File: src/crb_pkg.sv
package crb_pkg;

	localparam int FRAC_W  = 20;
	localparam int WORD_W  = 24;
	localparam int RAD_W   = 23;
	localparam int DAMP_W  = 17;
	localparam int D2_W    = 2 * WORD_W;
	localparam int ROOT_W  = WORD_W;
	localparam int Q_W     = FRAC_W + 1;
	localparam int NUM_W   = WORD_W + FRAC_W;
	localparam int N_W     = Q_W + 1;
	localparam int PROD_W  = 48;
	localparam int DOT_W   = 26;
	localparam int KP_W    = 44;
	localparam int K_W     = 28;
	localparam int KN_W    = 52;
	localparam int K_SHIFT = 15;

	localparam logic [RAD_W-1:0]  BR_RESET   = RAD_W'(943718);
	localparam logic [RAD_W-1:0]  BALL_RESET = RAD_W'(10486);
	localparam logic [DAMP_W-1:0] DAMP_RESET = DAMP_W'(62259);

	typedef enum logic [1:0] {
		REG_BOUNDARY = 2'd0,
		REG_BALL     = 2'd1,
		REG_DAMPING  = 2'd2,
		REG_NONE     = 2'd3
	} cfg_reg_t;

	typedef struct packed {
		logic signed [WORD_W-1:0] vy;
		logic signed [WORD_W-1:0] vx;
		logic signed [WORD_W-1:0] y;
		logic signed [WORD_W-1:0] x;
	} item_t;

	// Shift right by s with rounding to nearest, halves away from zero.
	function automatic logic signed [63:0] rshr(input logic signed [63:0] v,
		input int unsigned s);
		logic [63:0] mag;
		logic [63:0] r;
		mag = v[63] ? unsigned'(-v) : unsigned'(v);
		r = (mag + (64'd1 << (s - 1))) >> s;
		return v[63] ? -signed'(r) : signed'(r);
	endfunction

	function automatic logic signed [WORD_W-1:0] sat_word(input logic signed [63:0] v);
		logic signed [63:0] hi;
		logic signed [63:0] lo;
		hi = (64'sd1 <<< (WORD_W - 1)) - 64'sd1;
		lo = -hi - 64'sd1;
		if (v > hi) begin
			return hi[WORD_W-1:0];
		end else if (v < lo) begin
			return lo[WORD_W-1:0];
		end
		return v[WORD_W-1:0];
	endfunction

endpackage

File: src/crb_sqrt.sv
module crb_sqrt import crb_pkg::*; (
	input  logic              clk,
	input  logic              en,
	input  logic [D2_W-1:0]   d2,
	output logic [ROOT_W-1:0] root
);

	logic [D2_W-1:0]   rem_q  [ROOT_W-1];
	logic [ROOT_W-1:0] root_q [ROOT_W];

	// One result bit per stage, most significant first; rem holds d2 minus root squared.
	for (genvar k = 0; k < ROOT_W; k++) begin : g_bit
		localparam int B = ROOT_W - 1 - k;
		logic [D2_W-1:0]   rem_in;
		logic [ROOT_W-1:0] r_in;
		logic [D2_W-1:0]   trial;
		logic              take;

		if (k == 0) begin : g_first
			assign rem_in = d2;
			assign r_in   = '0;
		end else begin : g_next
			assign rem_in = rem_q[k-1];
			assign r_in   = root_q[k-1];
		end

		assign trial = (D2_W'(r_in) << (B + 1)) + (D2_W'(1) << (2 * B));
		assign take  = rem_in >= trial;

		always_ff @(posedge clk) begin
			if (en) begin
				root_q[k] <= take ? (r_in | (ROOT_W'(1) << B)) : r_in;
			end
		end

		if (k < ROOT_W - 1) begin : g_rem
			always_ff @(posedge clk) begin
				if (en) begin
					rem_q[k] <= take ? (rem_in - trial) : rem_in;
				end
			end
		end
	end

	assign root = root_q[ROOT_W-1];

endmodule

File: config.mk
export PLATFORM = sky130hd
export DESIGN_NAME = crb_sqrt
export DESIGN_NICKNAME = d
export VERILOG_FILES = /design/src/crb_pkg.sv /design/src/crb_sqrt.sv
export SDC_FILE = /design/constraint.sdc
export NUM_CORES = 2
export LEC_CHECK = 0
export BUFFER_PORTS_ARGS = -buffer_cell sky130_fd_sc_hd__buf_4
export CAP_MARGIN = 20
export CORE_ASPECT_RATIO = 1.75
export CORE_UTILIZATION = 44
export CTS_CLUSTER_SIZE = 25
export DETAILED_ROUTE_END_ITERATION = 12
export MAX_ROUTING_LAYER = met4
export SLEW_MARGIN = 20
export SYNTH_ARGS = -nofsm -noshare
export SYNTH_HDL_FRONTEND = slang
export SYNTH_SLANG_ARGS = --single-unit
File: constraint.sdc
create_clock -name clk -period 3.2 [get_ports clk]
set_input_delay 0.16 -clock clk [delete_from_list [all_inputs] [get_ports clk]]
set_output_delay 0.16 -clock clk [all_outputs]
set_load 0.02 [all_outputs]
==> metrics.txt <==
Final ANT Viol Nets 0; Clock Tree Buf Depth 3; post-route cell area roughly 82000 um^2; Final Slew Violations 0; width of the die around 300 um; worst path bufs/invs 2; via-per-instance ratio about 5.4; largest stage delay on the critical path approximately 540 ps; Period minus WS final about 3700 ps; Startpoint Class flip-flop; FF-to-FF path depth 11; DRC Markers 0; Worst Setup End Kind flip-flop; syn_nets around 5600; largest net degree at the start of global routing 187; clock transition at the registers of the reported paths around 70 ps; Synth top area share a little over three fifths; WL per Instance approximately 21 um; Slew @ Worst Pin around 950 ps; Final Net Count roughly 6500; synth cell count leaders edfxtp_1, inv_1, nand2_1; core area about 150000 um^2; Ys Warns 0; number of global-route vias before repair between 40000 and 50000; cells along the critical path ha_4, nand4_1, buf_6, nor4_4, nand4_1, buf_4, and4b_1, and3_4, or4_4, nor4_4, xor2_1; WP depth 11; CTS Sinks ~1400; root buffer cell clkbuf_16; Clock Skew around 57 ps; detailed-route via count roughly 45000; Seq/Total Area, Yosys about 63%; Synth Flop Type edfxtp_1; Placed Area around 75000 um^2; syn_area_per_cell about 13 um^2; critical path's slowest cell or4_4; failing checks setup timing; GR Overflow Total 0; Rel. slew slack 36.2%; Fill cells around 13000; setup slack after layout -512 ps; CP Data Arrival Time between 4000 and 5000 ps; RSZ-0062 raised after global routing yes; Cell Rows 189; Overall Global Routing Usage a little under a quarter; Hold Vio Cnt, Final 0; Pwr Density 650 nW/um^2; Initial Utilization between 40% and 50%; DRT Wirelength about 170000 um; fraction of layout cells with a size suffix above 1 a little over a fifth; Req. time, crit path ~3800 ps; final worst-path cycle share 116%; Post-Syn Instances between 5000 and 6000; worst hold path stage count 2; Leakage 0.0317 uW; Port-buffer cells 73; Crit Path Class flip-flop to flip-flop; Die ar. 154000 um^2; Netlist Area Pre-Place ~67000 um^2; Post-DP HPWL 133000 um; Fmax between 200 and 300 MHz; final setup fails 41; initial antenna violation count 2; Worst VDD drop roughly 0.63 mV; number of synthesized flops with an enable pin 1404; Area contributors post-synth edfxtp_1, ha_1, xor2_1, xnor2_1, inv_1; Layout Cells excl Fill roughly 8300; global-route wire length before repair 257000 um; pre-CTS setup slack -1190 ps; Area growth, synth to finish 22.5%; # IOs 74; Die Y-Extent 518 um; placed cell count 7938; outcome finished with violations; CTS tree built; ys async rst share 0%; Yosys cell types roughly 110; worst-path maximum fanout 4; RePlAce Congestion 0.934; post-synth top area cell edfxtp_1; count leader, synth edfxtp_1; latest clock arrival within the worst-skew pair roughly 820 ps; number of max-cap violations 0; drt pass-1 iters 7; register bit total from synthesis between 1000 and 1500; First DRT Iteration DRCs 1842; Hold Crit Class input pin to flip-flop; Max H-tree Level 4; Largest delay share family, worst path simple AND/OR/NAND/NOR gates; cts bufs inserted 134
worst paths after layout:
path	from	endpoint	slack (ps)
max	rem_q[4][116]$_DFFE_PP_	rem_q[4][187]$_DFFE_PP_	-510
min reg2reg	rem_q[4][97]$_DFFE_PP_	rem_q[4][145]$_DFFE_PP_	430
max reg2reg	rem_q[4][116]$_DFFE_PP_	rem_q[4][187]$_DFFE_PP_	-510
min	d2[11]	rem_q[0][11]$_DFFE_PP_	70
metrics by stage:
stage / TNS, ps / hold slack [ps] / utilization (%) / total power [uW]
after floorplan: 0 / 259 / - / 31500
after global placement: -57770 / 347 / 49.7 / 36800
after detailed placement: -60950 / 349 / 49.7 / 37000
after CTS: -6340 / 5.34 / 53.7 / 53500
after global routing: -10770 / 30.2 / 54.2 / 55700
final: -11410 / 66.4 / 54.2 / 53400
state kept, by name, indices dropped and copies added, names as in the netlist:
name,flops
rem_q,1104
root_q,300
power by group:
group | switching (uW) | internal [uW] | leakage (uW) | total (uW)
Combinational | 6910 | 5720 | 0.0161 | 12600
Sequential | 1550 | 23200 | 0.0135 | 24800
Clock | 7320 | 8640 | 0.00211 | 16000
repair_timing:
action | in CTS | in global routing
gates cloned | 5 | 1
hold endpoints to repair | 124 | 0
gates resized for setup | 174 | 145
buffers inserted | 24 | 20
hold buffers | 51 | 0
pin swaps | 49 | 47
setup endpoints to repair | 211 | 217
worst reg2reg max path, delay by kind of cell, from the launching register on:
kind / cells / cell delay [ps]
fa+ha+maj: 1 / 300
xor+xnor: 1 / 240
simple gates: 7 / 2100
flops: 1 / 430
buf+inv: 2 / 440
final cells by class:
type	count	area (um^2)	share of cell area [%]
Clock buffer	164	3470	4.22
Sequential cell	1404	42200	51.4
Multi-Input combinational cell	3370	24400	29.8
Timing Repair Buffer	860	7060	8.60
Clock inverter	79	955	1.16
Tap cell	2005	2510	3.06
Inverter	396	1500	1.83
Antenna cell	1	2.50	0.00305
cells in the final DEF, fill, tap and decap left out, drive strengths merged, types with 20 or more instances in the layout:
master and n:
xnor2 205, nand2 368, clkinv 64, nor4b 25
clkbuf 165, o21ai 260, ha 322, or3 54
buf 808, o211ai 20, nor4 194, edfxtp 1404
a211oi 39, or4 42, a21o 77, and3 24
nand3 77, or2 28, nand2b 61, dlygate4sd3 51
o21bai 23, nor2 335, o31ai 37, a21oi 293
nor2b 35, nand4 75, inv 398, xor2 267
nor3 145, mux2 46, o21a 54, a31oi 34
cells by family (layout without fill, tap and decap cells):
| family | after synthesis | after routing | share of synthesized area [%] |
|---|---|---|---|
| compound gates | 968 | 968 | 9.10 |
| simple gates | 1551 | 1552 | 12.0 |
| buf+inv | 486 | 1499 | 2.81 |
| fa+ha+maj | 322 | 322 | 6.01 |
| flops | 1404 | 1404 | 62.9 |
| xor+xnor | 472 | 472 | 6.17 |
| mux | 56 | 56 | 0.923 |
| other cells | 0 | 1 | 0 |
per-layer routing:
metal | vias up | track usage [%] | share of wire [%]
met5 | - | - | 0
met4 | 0 | 19.5 | 9.2
met3 | 546 | 2.54 | 2.0
met2 | 820 | 51.3 | 65
met1 | 21700 | 13.1 | 24
li1 | 21500 | - | -
No activity file was read; power rests on OpenSTA's default activity.
