===== src/crb_pkg.sv =====
package crb_pkg;

	localparam int FRAC_W  = 20;
	localparam int WORD_W  = 24;
	localparam int RAD_W   = 23;
	localparam int DAMP_W  = 17;
	localparam int D2_W    = 2 * WORD_W;
	localparam int ROOT_W  = WORD_W;
	localparam int Q_W     = FRAC_W + 1;
	localparam int NUM_W   = WORD_W + FRAC_W;
	localparam int N_W     = Q_W + 1;
	localparam int PROD_W  = 48;
	localparam int DOT_W   = 26;
	localparam int KP_W    = 44;
	localparam int K_W     = 28;
	localparam int KN_W    = 52;
	localparam int K_SHIFT = 15;

	localparam logic [RAD_W-1:0]  BR_RESET   = RAD_W'(943718);
	localparam logic [RAD_W-1:0]  BALL_RESET = RAD_W'(10486);
	localparam logic [DAMP_W-1:0] DAMP_RESET = DAMP_W'(62259);

	typedef enum logic [1:0] {
		REG_BOUNDARY = 2'd0,
		REG_BALL     = 2'd1,
		REG_DAMPING  = 2'd2,
		REG_NONE     = 2'd3
	} cfg_reg_t;

	typedef struct packed {
		logic signed [WORD_W-1:0] vy;
		logic signed [WORD_W-1:0] vx;
		logic signed [WORD_W-1:0] y;
		logic signed [WORD_W-1:0] x;
	} item_t;

	// Shift right by s with rounding to nearest, halves away from zero.
	function automatic logic signed [63:0] rshr(input logic signed [63:0] v,
		input int unsigned s);
		logic [63:0] mag;
		logic [63:0] r;
		mag = v[63] ? unsigned'(-v) : unsigned'(v);
		r = (mag + (64'd1 << (s - 1))) >> s;
		return v[63] ? -signed'(r) : signed'(r);
	endfunction

	function automatic logic signed [WORD_W-1:0] sat_word(input logic signed [63:0] v);
		logic signed [63:0] hi;
		logic signed [63:0] lo;
		hi = (64'sd1 <<< (WORD_W - 1)) - 64'sd1;
		lo = -hi - 64'sd1;
		if (v > hi) begin
			return hi[WORD_W-1:0];
		end else if (v < lo) begin
			return lo[WORD_W-1:0];
		end
		return v[WORD_W-1:0];
	endfunction

endpackage


===== src/crb_div.sv =====
module crb_div import crb_pkg::*; (
	input  logic              clk,
	input  logic              en,
	input  logic [NUM_W-1:0]  num,
	input  logic [ROOT_W-1:0] den,
	output logic [Q_W-1:0]    quo
);

	logic [NUM_W-1:0]  rem_q [Q_W-1];
	logic [ROOT_W-1:0] den_q [Q_W-1];
	logic [Q_W-1:0]    quo_q [Q_W];

	// Restoring division, one quotient bit per stage; the quotient never exceeds Q_W bits.
	for (genvar k = 0; k < Q_W; k++) begin : g_bit
		localparam int B = Q_W - 1 - k;
		logic [NUM_W-1:0]  rem_in;
		logic [ROOT_W-1:0] den_in;
		logic [Q_W-1:0]    q_in;
		logic [NUM_W-1:0]  sub;
		logic              take;

		if (k == 0) begin : g_first
			assign rem_in = num;
			assign den_in = den;
			assign q_in   = '0;
		end else begin : g_next
			assign rem_in = rem_q[k-1];
			assign den_in = den_q[k-1];
			assign q_in   = quo_q[k-1];
		end

		assign sub  = NUM_W'(den_in) << B;
		assign take = rem_in >= sub;

		always_ff @(posedge clk) begin
			if (en) begin
				quo_q[k] <= take ? (q_in | (Q_W'(1) << B)) : q_in;
			end
		end

		if (k < Q_W - 1) begin : g_rem
			always_ff @(posedge clk) begin
				if (en) begin
					rem_q[k] <= take ? (rem_in - sub) : rem_in;
					den_q[k] <= den_in;
				end
			end
		end
	end

	assign quo = quo_q[Q_W-1];

endmodule


===== config.mk =====
export PLATFORM = sky130hd
export DESIGN_NAME = crb_div
export DESIGN_NICKNAME = d
export VERILOG_FILES = /design/src/crb_pkg.sv /design/src/crb_div.sv
export SDC_FILE = /design/constraint.sdc
export NUM_CORES = 2
export LEC_CHECK = 0
export BUFFER_PORTS_ARGS = -buffer_cell sky130_fd_sc_hd__buf_2
export CELL_PAD_IN_SITES_DETAIL_PLACEMENT = 0
export CELL_PAD_IN_SITES_GLOBAL_PLACEMENT = 2
export CORE_AREA = 2 2 436 438
export CTS_CLUSTER_DIAMETER = 30
export DETAILED_ROUTE_END_ITERATION = 6
export DIE_AREA = 0 0 438 440
export PLACE_DENSITY = 0.89
export SLEW_MARGIN = 20
export SYNTH_ARGS = -nofsm -noshare
export SYNTH_HDL_FRONTEND = slang
export SYNTH_SLANG_ARGS = --single-unit

===== constraint.sdc =====
create_clock -name clk -period 5 [get_ports clk]
set_clock_uncertainty 0.2 [all_clocks]
set_input_delay 1 -clock clk [delete_from_list [all_inputs] [get_ports clk]]
set_output_delay 1 -clock clk [all_outputs]
set_load 0.01 [all_outputs]

==> flow_metrics.py <==
metrics = {
    "cells_and_area": {
        "post-route-cell-area_mm2": 0.0996,
        "syn_to_final_growth_pct": 18.4,
        "final_util_pct": 52.8,
        "nNetsFinal": 8151,
        "drive_gt1_share_pct": 11.5,
        "n_antenna_cell": 0,
    },
    "route": {
        "firstDrtPassIters": 6,
        "postRouteAntennaNets": 0,
        "totalWireLength_um": 203000,
        "vias_per_cell": 5.43,
        "drcViolationCount": 0,
        "routedWlPerCell_um": 19.6,
        "detail_route.iter0.violations": 3826,
        "via_count": 56100,
    },
    "critical_path": {
        "critPathArrivalTime_ns": 4.74,
        "worstSetupEndpointType": "flip-flop",
        "crit_type": "flip-flop to flip-flop",
        "crit_fanout": 20,
        "cp.required_ns": 5.43,
        "setup.worst_path.start_class": "flip-flop",
    },
    "global_route": {
        "grt_pass1_vias": 56100,
        "grt-ovfl-total": 0,
        "grt_pass1_wl_um": 316000,
        "grt_max_degree": 154,
        "busiest_layer": "met2",
        "grt_use_met2_pct": 36.3,
        "use_met3_pct": 3.23,
        "grt_use_met1_pct": 26.1,
        "antenna_found_initial": 1,
        "grtUsageTotal_pct": 20.9,
    },
    "timing": {
        "finalSetupViolations": 0,
        "worstMarginPinSlew_ns": 1.08,
        "slew_headroom_pct": 27.3,
        "period_share_pct": 86.1,
        "clock.fmax_ghz": 0.232,
        "hold_viol_final": 0,
        "setup_tns_ns": 0,
        "drv_slew": 0,
        "rsz0062_at_grt": "no",
        "min_period_ns": 4.31,
    },
    "clock_network": {
        "clock_sinks": 1591,
        "cts_buffer_depth": 4,
        "htreeDepth": 5,
        "ctsHoldBuffers": 0,
        "clk_pin_slew_ns": 0.05,
        "cts_buffers": 348,
        "cts.repair.resized": 0,
        "cts_root_buf": "clkbuf_16",
        "cts_tree": "done",
        "clk_latency_ns": 0.92,
        "cts_setup_buffers": 0,
    },
    "yosys": {
        "synth_enable_flop_cells": 1591,
        "ys_seq_elements": 1591,
        "syn_area_per_cell_um2": 11.7,
        "synthFlopType": "edfxtp_1",
        "syn_inst": 7201,
        "async_reset_ff_share_pct": 0,
        "ys_types": 99,
        "synth_fp_nets": 7795,
        "syn_area_mm2": 0.0841,
        "ys_seq_area_share_pct": 56.8,
        "ys_warn_count": 0,
    },
    "die": {
        "dieWidth_um": 438,
        "die_area_mm2": 0.193,
        "start_util_pct": 44.6,
        "rows": 160,
        "ios": 91,
        "die_y_um": 440,
        "coreArea_mm2": 0.189,
    },
    "power_and_ir_drop": {
        "power_leakage_nw": 39.0,
        "ir_drop_v": 0.000422,
        "power.density_mw_per_mm2": 630,
    },
    "place": {
        "post-dp-hpwl_um": 152000,
        "io_buffers": 90,
        "place.gp.congestion": 0.919,
        "placed_cell_area_mm2": 0.0879,
    },
    "worst_hold_path": {
        "hold_path.class": "input port to flip-flop",
    },
    "run": {
        "cap_violations": 0,
    },
    "status": {
        "status": "finished clean",
    },
}
-- layout make-up --
| type | instances | area [um^2] |
|---|---|---|
| fillers | 16200 | 89000 |
| flip-flops and latches | 1591 | 47800 |
| multi-input cells | 4796 | 33300 |
| clock buffers | 392 | 9000 |
| well taps | 2511 | 3140 |
| clock inverters | 225 | 2630 |
| inverters | 650 | 2440 |
| repair buffers | 170 | 1250 |
-- final timing paths --
check | start | cells after the start | end | slack [ns]
setup reg to reg | den_q[0][24] | 12 | rem_q[1][41] | 0.69
hold / removal | num[17] | 1 | rem_q[0][17] | 0.08
hold reg to reg | quo_q[1][93] | 0 | quo_q[1][114] | 0.21
setup / recovery | den_q[0][24] | 12 | rem_q[1][41] | 0.69
-- worst max-delay path: stages (launching register included) --
cell	delay, ns
edfxtp_1	0.43
ha_1	0.25
fa_1	0.42
nand2b_1	0.19
a21oi_1	0.33
nor3_1	0.10
o21ai_0	0.24
buf_4	0.19
a21oi_1	0.15
nor4_1	0.49
a31oi_4	0.31
inv_1	0.33
mux2_2	0.37
-- Yosys cell counts (34+ instances only) --
cell	n	share of area, %
nand2b_1	85	0.63
nand2_1	476	2.1
o211ai_1	36	0.32
clkbuf_1	119	0.53
inv_1	649	2.9
xnor2_1	332	3.5
nor3_1	119	0.71
a21o_1	234	2.1
nand4_1	96	0.71
nor2b_1	63	0.47
a211oi_1	53	0.47
o21ai_0	399	2.4
a31oi_1	54	0.40
nor4_1	80	0.59
edfxtp_1	1591	57
o21a_1	67	0.60
o31ai_1	43	0.38
ha_1	504	7.5
xor2_1	237	2.5
nand3_1	119	0.71
a21oi_1	582	3.5
nor2_1	478	2.1
o21bai_1	59	0.53
mux2_2	119	1.6
or3_1	43	0.32
or4_1	34	0.30
and3_1	52	0.39
-- where the power goes --
part | switching [mW] | total [mW] | internal [mW] | leakage [nW]
clock network | 7.06 | 22.6 | 15.5 | 5.59
logic | 11.0 | 19.3 | 8.28 | 18.1
registers | 2.07 | 20.8 | 18.8 | 15.4
total | 20.2 | 62.7 | 42.5 | 39.0
-- layer usage --
layer,wire (um),vias to the layer above
met1,86500,26900
met5,0,-
met2,100000,1286
li1,-,27500
met4,7130,0
met3,9020,437
-- sequential cells by signal, summed over array words and instances, names as in the netlist --
register / count
rem_q: 880
den_q: 480
quo_q: 231
-- cell families after synthesis --
logic type | Yosys count | synth area share (%)
flops | 1591 | 56.8
buf+inv | 814 | 3.74
mux | 124 | 1.65
simple gates | 1821 | 10.8
fa+ha+maj | 524 | 7.97
compound gates | 1758 | 13.1
xor+xnor | 569 | 5.92
-- cells in the final DEF (no fill, tap or decap), types with 37 or more instances in the layout --
cell type / synthesis / final
nor2b_1: 63 / 63
nand4_1: 96 / 96
nor3_1: 119 / 119
nand2b_1: 85 / 85
o31ai_1: 43 / 41
a21o_1: 234 / 234
ha_1: 504 / 504
inv_1: 649 / 649
o21bai_1: 59 / 58
a31oi_1: 54 / 53
clkinv_1: 0 / 48
o21ai_0: 399 / 399
nor2_1: 478 / 478
xnor2_1: 332 / 332
bufinv_16: 0 / 52
buf_2: 31 / 89
mux2_2: 119 / 119
edfxtp_1: 1591 / 1591
a21oi_1: 582 / 580
nand2_1: 476 / 476
and3_1: 52 / 52
buf_4: 2 / 65
or3_1: 43 / 43
o21a_1: 67 / 67
nor4_1: 80 / 79
clkinv_2: 0 / 45
clkbuf_1: 119 / 38
clkinvlp_4: 0 / 37
a211oi_1: 53 / 52
nand3_1: 119 / 119
xor2_1: 237 / 237
clkbuf_16: 0 / 354
-- per-stage QoR --
stage               hold WS (ns)  total power, mW  setup WS (ns)  cells
floorplan                  0.200             34.6           1.13   7201
global placement           0.200             40.1          0.783   9718
detailed placement         0.205             40.2          0.719   9718
CTS                      0.00513             63.1          0.680  10300
global route              0.0248             66.3          0.370  10300
finish                    0.0784             62.7          0.693  10300
Power figures use the tool's default switching activity.
